**config.mk**
```make
export PLATFORM = sky130hd
export DESIGN_NAME = sorted_unique_set_insert_remove_max_flat
export DESIGN_NICKNAME = d
export VERILOG_FILES = /design/src/hw/rtl/sus_pkg.sv /design/src/hw/rtl/sus_req_if.sv /design/src/hw/rtl/sus_rsp_if.sv /design/src/hw/rtl/sorted_unique_set_insert_remove_max.sv /design/src/hw/rtl/sus_cell.sv /design/src/flat_wrapper.sv
export SDC_FILE = /design/constraint.sdc
export NUM_CORES = 2
export LEC_CHECK = 0
export BUFFER_PORTS_ARGS = -buffer_cell sky130_fd_sc_hd__buf_2
export CORE_AREA = 2 2 316 318
export CTS_CLUSTER_DIAMETER = 50
export DETAILED_ROUTE_END_ITERATION = 7
export DIE_AREA = 0 0 318 320
export HOLD_SLACK_MARGIN = 0.1
export PLACE_DENSITY = 0.58
export RECOVER_POWER = 25
export SYNTH_ARGS = -nofsm -noshare
export SYNTH_HDL_FRONTEND = slang
export SYNTH_SLANG_ARGS = --single-unit
```
**constraint.sdc**
```tcl
create_clock -name clk -period 15.8 [get_ports clk]
set_input_delay 2.37 -clock clk [delete_from_list [all_inputs] [get_ports clk]]
set_output_delay 2.37 -clock clk [all_outputs]
set_load 0.005 [all_outputs]
```
**src/hw/rtl/sus_pkg.sv**
```systemverilog
package sus_pkg;

  // Store depth default and field widths
  localparam int CAPACITY_DEF = 16;
  localparam int DATA_W       = 32;
  localparam int STATUS_W     = 3;
  localparam int COUNT_OUT_W  = 5;

  // Operation codes
  localparam logic OP_INSERT = 1'b0;
  localparam logic OP_REMOVE = 1'b1;

  // Status codes
  localparam logic [STATUS_W-1:0] ST_INSERTED  = 3'd0;
  localparam logic [STATUS_W-1:0] ST_DUPLICATE = 3'd1;
  localparam logic [STATUS_W-1:0] ST_FULL      = 3'd2;
  localparam logic [STATUS_W-1:0] ST_REMOVED   = 3'd3;
  localparam logic [STATUS_W-1:0] ST_EMPTY     = 3'd4;

  // Command broadcast from the controller to every cell
  typedef struct packed {
    logic                     shift_in;  // accepted insert that will land
    logic signed [DATA_W-1:0] value;     // key being inserted or compared
  } cmd_t;

  // Per-cell compare result returned to the controller
  typedef struct packed {
    logic gt;  // cell holds a valid entry greater than the key
    logic eq;  // cell holds a valid entry equal to the key
  } cell_flags_t;

endpackage

```
**src/hw/rtl/sus_req_if.sv**
```systemverilog
interface sus_req_if import sus_pkg::*; ();
  logic                     valid;
  logic                     ready;
  logic                     operation;
  logic signed [DATA_W-1:0] value;

  modport source (output valid, operation, value, input ready);
  modport sink   (input valid, operation, value, output ready);
endinterface

```
**src/hw/rtl/sus_rsp_if.sv**
```systemverilog
interface sus_rsp_if import sus_pkg::*; ();
  logic                          valid;
  logic                          ready;
  logic signed [DATA_W-1:0]      removed_value;
  logic        [STATUS_W-1:0]    status;
  logic        [COUNT_OUT_W-1:0] entry_count;

  modport source (output valid, removed_value, status, entry_count, input ready);
  modport sink   (input valid, removed_value, status, entry_count, output ready);
endinterface

```
**src/hw/rtl/sorted_unique_set_insert_remove_max.sv**
```systemverilog
// Sorted set of up to CAPACITY distinct signed 32-bit values held in a row of
// compare-and-shift cells. Every cell compares its entry with the incoming key
// in parallel and an insert shifts the larger entries up by one cell in the
// same cycle, so one transaction is taken every clock; its result appears in
// the output register on the next cycle. A remove returns the tail entry
// through a select across the row and only decrements the count. Input is
// accepted whenever the output register is empty or being drained, so back to
// back transactions run at one per cycle under no output stall. Refused inserts
// (duplicate or full) and removes from an empty set leave the contents intact.
module sorted_unique_set_insert_remove_max import sus_pkg::*; #(
  parameter int CAPACITY = CAPACITY_DEF
) (
  input logic      clk,
  input logic      rst,
  sus_req_if.sink  req,
  sus_rsp_if.source rsp
);

  localparam int CW = $clog2(CAPACITY + 1);

  logic [CW-1:0]            count;
  logic [CW-1:0]            count_next;
  logic signed [DATA_W-1:0] entry_vec [CAPACITY];
  cell_flags_t              flag_vec  [CAPACITY];
  logic [CAPACITY-1:0]      gt_vec;
  logic [CAPACITY-1:0]      eq_vec;
  logic [CAPACITY-1:0]      valid_vec;
  logic [CAPACITY-1:0]      tail_vec;
  cmd_t                     cmd;
  logic                     accept;
  logic                     dup;
  logic                     full;
  logic                     empty;
  logic signed [DATA_W-1:0] tail_value;
  logic [STATUS_W-1:0]      status_next;
  logic signed [DATA_W-1:0] removed_next;
  logic [CW+COUNT_OUT_W-1:0] count_ext;

  // Cell row
  for (genvar i = 0; i < CAPACITY; i++) begin : g_cell
    logic                     p_gt;
    logic signed [DATA_W-1:0] p_entry;

    assign valid_vec[i] = (count > CW'(i));
    assign tail_vec[i]  = (count == CW'(i + 1));
    assign gt_vec[i]    = flag_vec[i].gt;
    assign eq_vec[i]    = flag_vec[i].eq;

    if (i == 0) begin : g_first
      assign p_gt    = 1'b0;
      assign p_entry = cmd.value;
    end else begin : g_rest
      assign p_gt    = gt_vec[i-1];
      assign p_entry = entry_vec[i-1];
    end

    sus_cell u_cell (
      .clk        (clk),
      .cmd        (cmd),
      .valid      (valid_vec[i]),
      .prev_gt    (p_gt),
      .prev_entry (p_entry),
      .entry      (entry_vec[i]),
      .flags      (flag_vec[i])
    );
  end

  // Handshake and decision
  assign req.ready = !rsp.valid || rsp.ready;
  assign accept    = req.valid && req.ready;
  assign dup       = |eq_vec;
  assign full      = (count == CW'(CAPACITY));
  assign empty     = (count == '0);

  always_comb begin
    cmd.value    = req.value;
    cmd.shift_in = accept && (req.operation == OP_INSERT) && !dup && !full;
  end

  // Tail select for remove
  always_comb begin
    tail_value = '0;
    for (int i = 0; i < CAPACITY; i++) begin
      if (tail_vec[i]) begin
        tail_value = entry_vec[i];
      end
    end
  end

  // Status, removed value and next count
  always_comb begin
    count_next   = count;
    removed_next = '0;
    if (req.operation == OP_INSERT) begin
      if (dup) begin
        status_next = ST_DUPLICATE;
      end else if (full) begin
        status_next = ST_FULL;
      end else begin
        status_next = ST_INSERTED;
        count_next  = count + 1'b1;
      end
    end else begin
      if (empty) begin
        status_next = ST_EMPTY;
      end else begin
        status_next  = ST_REMOVED;
        removed_next = tail_value;
        count_next   = count - 1'b1;
      end
    end
  end

  assign count_ext = {{COUNT_OUT_W{1'b0}}, count_next};

  // Count and output register
  always_ff @(posedge clk) begin
    if (rst) begin
      count     <= '0;
      rsp.valid <= 1'b0;
    end else begin
      if (accept) begin
        count     <= count_next;
        rsp.valid <= 1'b1;
      end else if (rsp.ready) begin
        rsp.valid <= 1'b0;
      end
    end
  end

  always_ff @(posedge clk) begin
    if (accept) begin
      rsp.removed_value <= removed_next;
      rsp.status        <= status_next;
      rsp.entry_count   <= count_ext[COUNT_OUT_W-1:0];
    end
  end

  // Checks
  a_count_bound: assert property (@(posedge clk) disable iff (rst)
    count <= CW'(CAPACITY))
    else $error("entry count above capacity");

  a_insert_grows: assert property (@(posedge clk) disable iff (rst)
    cmd.shift_in |=> (count == CW'($past(count) + 1'b1)))
    else $error("landed insert did not grow the count");

  a_idle_holds: assert property (@(posedge clk) disable iff (rst)
    !accept |=> $stable(count))
    else $error("count changed without a transaction");

  a_result_follows: assert property (@(posedge clk) disable iff (rst)
    accept |=> rsp.valid)
    else $error("accepted transaction produced no result");

  a_dup_no_shift: assert property (@(posedge clk) disable iff (rst)
    dup |-> !cmd.shift_in)
    else $error("duplicate value was inserted");

endmodule

```
**src/hw/rtl/sus_cell.sv**
```systemverilog
module sus_cell import sus_pkg::*; (
  input  logic                     clk,
  input  cmd_t                     cmd,
  input  logic                     valid,
  input  logic                     prev_gt,
  input  logic signed [DATA_W-1:0] prev_entry,
  output logic signed [DATA_W-1:0] entry,
  output cell_flags_t              flags
);

  // Compare own entry against the broadcast key
  always_comb begin
    flags.gt = valid && (entry > cmd.value);
    flags.eq = valid && (entry == cmd.value);
  end

  // Insert: entries above the key move up one cell; the first cell above
  // the key, and each empty cell not fed from below, takes the key itself
  always_ff @(posedge clk) begin
    if (cmd.shift_in) begin
      if (prev_gt) begin
        entry <= prev_entry;
      end else if (flags.gt || !valid) begin
        entry <= cmd.value;
      end
    end
  end

endmodule
```
**src/flat_wrapper.sv**
```systemverilog
// flat-port wrapper written by rule: the top's interface ports become plain ports
module sorted_unique_set_insert_remove_max_flat import sus_pkg::*;
#(
  parameter int CAPACITY = CAPACITY_DEF
)
  (clk, rst, req_valid, req_operation, req_value, req_ready, rsp_valid, rsp_removed_value, rsp_status, rsp_entry_count, rsp_ready);
  sus_req_if req_i ();
  sus_rsp_if rsp_i ();
  input logic clk;
  input logic rst;
  input wire logic [$bits(req_i.valid)-1:0] req_valid;
  input wire logic [$bits(req_i.operation)-1:0] req_operation;
  input wire logic [$bits(req_i.value)-1:0] req_value;
  output wire logic [$bits(req_i.ready)-1:0] req_ready;
  output wire logic [$bits(rsp_i.valid)-1:0] rsp_valid;
  output wire logic [$bits(rsp_i.removed_value)-1:0] rsp_removed_value;
  output wire logic [$bits(rsp_i.status)-1:0] rsp_status;
  output wire logic [$bits(rsp_i.entry_count)-1:0] rsp_entry_count;
  input wire logic [$bits(rsp_i.ready)-1:0] rsp_ready;
  assign req_i.valid = req_valid;
  assign req_i.operation = req_operation;
  assign req_i.value = req_value;
  assign req_ready = req_i.ready;
  assign rsp_valid = rsp_i.valid;
  assign rsp_removed_value = rsp_i.removed_value;
  assign rsp_status = rsp_i.status;
  assign rsp_entry_count = rsp_i.entry_count;
  assign rsp_i.ready = rsp_ready;
  sorted_unique_set_insert_remove_max #(.CAPACITY(CAPACITY)) u_core (.clk(clk), .rst(rst), .req(req_i), .rsp(rsp_i));
endmodule
```
**Yosys cells after proc, flatten, opt, wreduce, memory -nomap -nowiden**

Cells that the tools add are included.
W data, S select, Z words.

- Output and inout port bits: 42
- Input port bits: 37
- Bits in registers: 558

- $lt $le $gt $ge: 32
- Bitwise logic cells: 1
- Reductions and logical operators: 107
- Eq/ne operators: 32
- Muxes and demuxes: 56
- Add/sub/neg operators: 2

Operator list:

| operator | number |
|---|---|
| $mux W32 | 46 |
| $eq A32 B32 Y1 | 16 |
| $gt A32 B32 Y1 | 16 |
| $eq A5 B4 Y1 const B | 8 |
| $gt A5 B4 Y1 const B | 8 |
| $logic_and A1 B1 Y1 | 36 |
| $reduce_and A2 Y1 | 16 |
| $reduce_bool A2 Y1 | 16 |
| $eq A5 B3 Y1 const B | 4 |
| $gt A5 B3 Y1 const B | 4 |
| $mux W5 | 4 |
| $logic_not A1 Y1 | 19 |
| $logic_or A1 B1 Y1 | 17 |
| $reduce_or A16 Y1 | 1 |
| $eq A5 B2 Y1 const B | 2 |
| $gt A5 B1 Y1 const B | 2 |
| $gt A5 B2 Y1 const B | 2 |
| $mux W3 | 3 |
| $add A5 B1 Y5 const B | 1 |
| $eq A5 B1 Y1 const B | 1 |
| $eq A5 B5 Y1 const B | 1 |
| $logic_not A5 Y1 | 1 |
| $sub A5 B1 Y5 const B | 1 |
| $mux W1 | 2 |
| 3 further kinds | 3 |

**Longest topological paths before layout**

- Word-level depth: 17
- Depth in mapped cells: 15
- Mapped depth without buffers: 11

**Hierarchy**

From an unflattened synthesis, not the netlist that was laid out.

- Cell total of the unflattened synthesis: 4548
- Area, all modules: 41074.4 um^2

By module, submodules not included:

| module | instances | area each (um^2) | cells an instance | seq. area each (um^2) |
|---|---|---|---|---|
| sus_cell | 16 | 2129.5 | 223 | 960.9 |
| sorted_unique_set_insert_remove_max | 1 | 7001.7 | 980 | 1321.3 |

**Worst setup path after synthesis**

Ideal clock, no wire load.

- Path kind: input to register
- Start: in req_value[3]
- End: reg u_core.g_cell[11].u_cell.entry[0], enable pin
- Stages: 12
- Data arrival time: 6.368 ns
- Library setup time: 0.441 ns
- Slack: 8.991 ns
- Required time: 15.359 ns
- Path through: inv_1 > ha_1 > a21o_1 > a211oi_1 > a21oi_1 > o21ai_0 > a21oi_1 > nor3_1 > mux2_2 > nand2b_1 > clkbuf_1 > a31oi_1

- Word-level cells in the longest chain between the ends: 7
- Elaborated cells on any way between the ends: 43
- Those cells by class: order compare: 2; eq/ne: 16; reduce/logical: 25

RTL lines:

| item | line | source |
|---|---|---|
| start, declared | flat_wrapper.sv:13 | `input wire logic [$bits(req_i.value)-1:0] req_value;` |
| parallel branches: the longest is 6 deep, another holds $gt A32 B32 Y1 | n/a |  |
| $reduce_and A2 Y1 (no line) (*) | n/a |  |
| end signal, assigned | sus_cell.sv:22 | `entry <= prev_entry;` |
| end signal, assigned | sus_cell.sv:24 | `entry <= cmd.value;` |
| end, declared | sus_cell.sv:7 | `output logic signed [DATA_W-1:0] entry,` |

Every way passes the cells marked *.
A chain may end at the register's enable or synchronous reset.

**Worst setup path after layout**

- Start: in req_value[1]
- End: reg u_core.g_cell[10].u_cell.entry[4], enable pin

- Word-level cells in the longest chain between the ends: 7
- Elaborated cells on any way between the ends: 43
- Those cells by class: order compare: 2; eq/ne: 16; reduce/logical: 25

RTL lines:

| item | line |
|---|---|
| parallel branches: the longest is 6 deep, another holds $gt A32 B32 Y1 | n/a |
| $reduce_and A2 Y1 (no line) (*) | n/a |
| end signal, assigned | sus_cell.sv:22 |
| end signal, assigned | sus_cell.sv:24 |
| end, declared | sus_cell.sv:7 |

Marks and branches as above.

==> out/metrics.yaml <==
clock_tree:
  cts-hold-fix-buffers: 0
  cts_buffers: 87
  cts_tree: "yes"
  cts_buffer_depth: 3
  path_clk_slew_ps: 50
  post_cts.repair.setup_buffers: 0
  clock-sinks: 558
  cts-root-buf: "clkbuf_16"
  clk_latency_ps: 660
  ctsResizeCount: 0
  htreeDepth: 3
worst_hold_path:
  hold_path.class: "register to register"
flow_run:
  maxCapViolations: 11
drt:
  dr.pass1.iters: 8
  drt_iter0_markers: 4840
  via_per_inst: 6.72
  ant_nets: 0
  wirelength_um: 162000
  vias: 32900
  wl_per_cell_um: 33.1
  drt_drc_violations_left: 0
floorplanning:
  die_w_um: 318
  fp.dieArea_um2: 102000
  start_util: 0.398
  std_cell_rows: 115
  ios: 79
  core-area_um2: 98000
  die_y_um: 320
synth:
  async_reset_ff_frac: 0
  syn_nets: 4039
  synth.yosys.seq_area_share: 0.428
  synth_area_um2: 39000
  avgSynthCellArea_um2: 11.2
  yosys_warnings: 0
  synth-seq-cells: 558
  synth_edf_count: 552
  syn_inst: 3484
  ys.flop_type: "edfxtp_1"
  yosysUniqueCellTypes: 76
global_routing:
  grt_pass1_wl_um: 230000
  grt_max_degree: 65
  grt.overflow.total: 0
  antenna_found_initial: 11
  grt_use_total: 0.311
  first_global_vias: 30700
sta:
  period_minus_slack_ps: 9260
  hold_violations: 0
  fin_ws_ps: 6540
  drv_slew: 316
  max-slew-margin-rel: -1.11
  clock_skew_ps: 28.3
  fmax_mhz: 108
  tns_ps: 0
  setup_violations: 0
  post-route-period-util: 0.586
  tightest_slew_ps: 3170
  rsz0062_at_grt: "no"
power:
  comb_power_share: 0.242
  p_sw_uw: 1720
  seq_power_share: 0.372
  clkPwrFrac: 0.386
  finalPower_uw: 5220
  swShare: 0.329
  vdd_drop_max_uv: 90.0
  p_leak_uw: 0.0163
  p_int_uw: 3500
  power_density_nw_per_um2: 119
status:
  status: "finished with violations"
  failed_checks: "max-capacitance violations, max-slew violations"
final_layout:
  nets: 4095
  drive_gt1_frac: 0.183
  syn2layout_area_growth_pct: 12.6
placed_design:
  place_congestion: 1.00
  hpwl_um: 116000
  place.port_buffers: 78
  pre_cts_slack_ps: 7960
worst_setup_path:
  end_kind: "register"
  crit_path_start_kind: "primary input"
  crit_fanout: 33
  crit_type: "primary input to register"
  crit_required_ps: 16170
  arrival_ps: 9630
-- layout by cell type, fill, tap and decap left out, types with 18 or more instances in the layout --
cell type and instances:
nor3_1 70, edfxtp_1 552, a21oi_1 243, o221ai_1 18, a21o_1 69, o21ai_0 296
nor3b_1 20, a221o_1 95, nor2_1 152, a31oi_1 20, nand2_1 173, clkbuf_16 90
inv_1 77, nand4_1 132, a211o_1 21, nand3_1 88, ha_1 518, a221oi_1 36
clkbuf_1 72, nor4_1 25, buf_4 71, o211ai_1 25, a211oi_1 33, mux2_2 384
nor2b_1 25
-- metrics by stage --
stage | std cells | instance area (um^2) | utilization | hold slack, ps
final | 4901 | 43900 | 0.449 | 581
after CTS | 4899 | 44100 | 0.450 | 586
after floorplan | 3484 | 39000 | - | 530
after global placement | 4738 | 41100 | 0.419 | 574
after global routing | 4899 | 43900 | 0.448 | 623
after detailed placement | 4738 | 41100 | 0.419 | 581
-- kinds of logic after synthesis --
group,after synthesis,share of synthesized area
adders and majority gates,518,0.166
buffers and inverters,266,0.0280
AOI/OAI and AO/OA,973,0.163
DFF,558,0.428
and+or+nand+nor,765,0.0990
xor gates and xnor gates,7,0.00157
muxes,397,0.114
-- power groups by stage --
stage	clock (uW)	combinational [uW]	sequential, uW
after CTS	2030	1230	1940
after global routing	2080	1340	1950
after floorplan	0	773	1910
after detailed placement	0	1220	1970
after global placement	0	1210	1970
final	2020	1260	1950
-- synth_stat cells, types with 25 or more instances --
library cell	number	area [um^2]
a21o_1	69	518
nor2_1	153	574
nand3_1	94	470
ha_1	518	6480
a31oi_1	26	163
mux2_2	391	4400
edfxtp_1	552	16600
buf_2	37	185
a221o_1	95	951
o211ai_1	25	188
nor2b_1	26	163
clkbuf_1	129	484
o21ai_0	292	1460
nand2_1	174	653
a21oi_1	249	1250
inv_1	78	293
a211oi_1	32	240
nand4_1	132	826
nor3_1	73	365
a221oi_1	36	315
-- layout make-up --
| cell class | count | area [um^2] |
|---|---|---|
| diodes | 2 | 5.00 |
| clock buffers | 98 | 2300 |
| clock inverters | 63 | 694 |
| fillers | 9118 | 54000 |
| inverters | 79 | 297 |
| multi-input cells | 2660 | 21500 |
| flip-flops and latches | 558 | 16700 |
| well taps | 1287 | 1610 |
| repair buffers | 154 | 866 |
-- worst max-delay path, cell delays in order --
cell and delay, ps:
clkbuf_1 880, inv_1 900, ha_1 570, nor2b_1 140, o21bai_1 110, a21boi_0 100
o21a_1 230, o2111ai_1 260, and4b_1 250, mux2_1 380, nand3_2 90, clkbuf_1 1960
a31oi_4 840, buf_4 490
-- layer usage --
metal,vias up,GRT usage,part of all wire
met2,2092,0.437,0.40
met1,16400,0.448,0.43
met3,417,0.0773,0.11
li1,14000,-,-
met5,-,0.00520,0.0011
met4,18,0.134,0.049
-- registers in the layout, indices dropped and copies added (netlist names) --
| name | flops |
|---|---|
| u_core.rsp.status | 3 |
| u_core.g_cell.u_cell.entry | 512 |
| u_core.rsp.valid | 1 |
| u_core.rsp.removed_value | 32 |
| u_core.rsp.entry_count | 5 |
| u_core.count | 5 |
-- final timing paths --
kind                            slack, ps  depth (start not counted)                                 to                               from
worst min register to register        580                          2  u_core.g_cell[8].u_cell.entry[20]  u_core.g_cell[7].u_cell.entry[20]
worst max-delay path                 6540                         14  u_core.g_cell[10].u_cell.entry[4]                       req_value[1]
worst max register to register       7100                         12  u_core.g_cell[5].u_cell.entry[30]                    u_core.count[1]
worst min-delay path                  580                          2  u_core.g_cell[8].u_cell.entry[20]  u_core.g_cell[7].u_cell.entry[20]
Note: power is estimated with default switching activity, not from simulation.
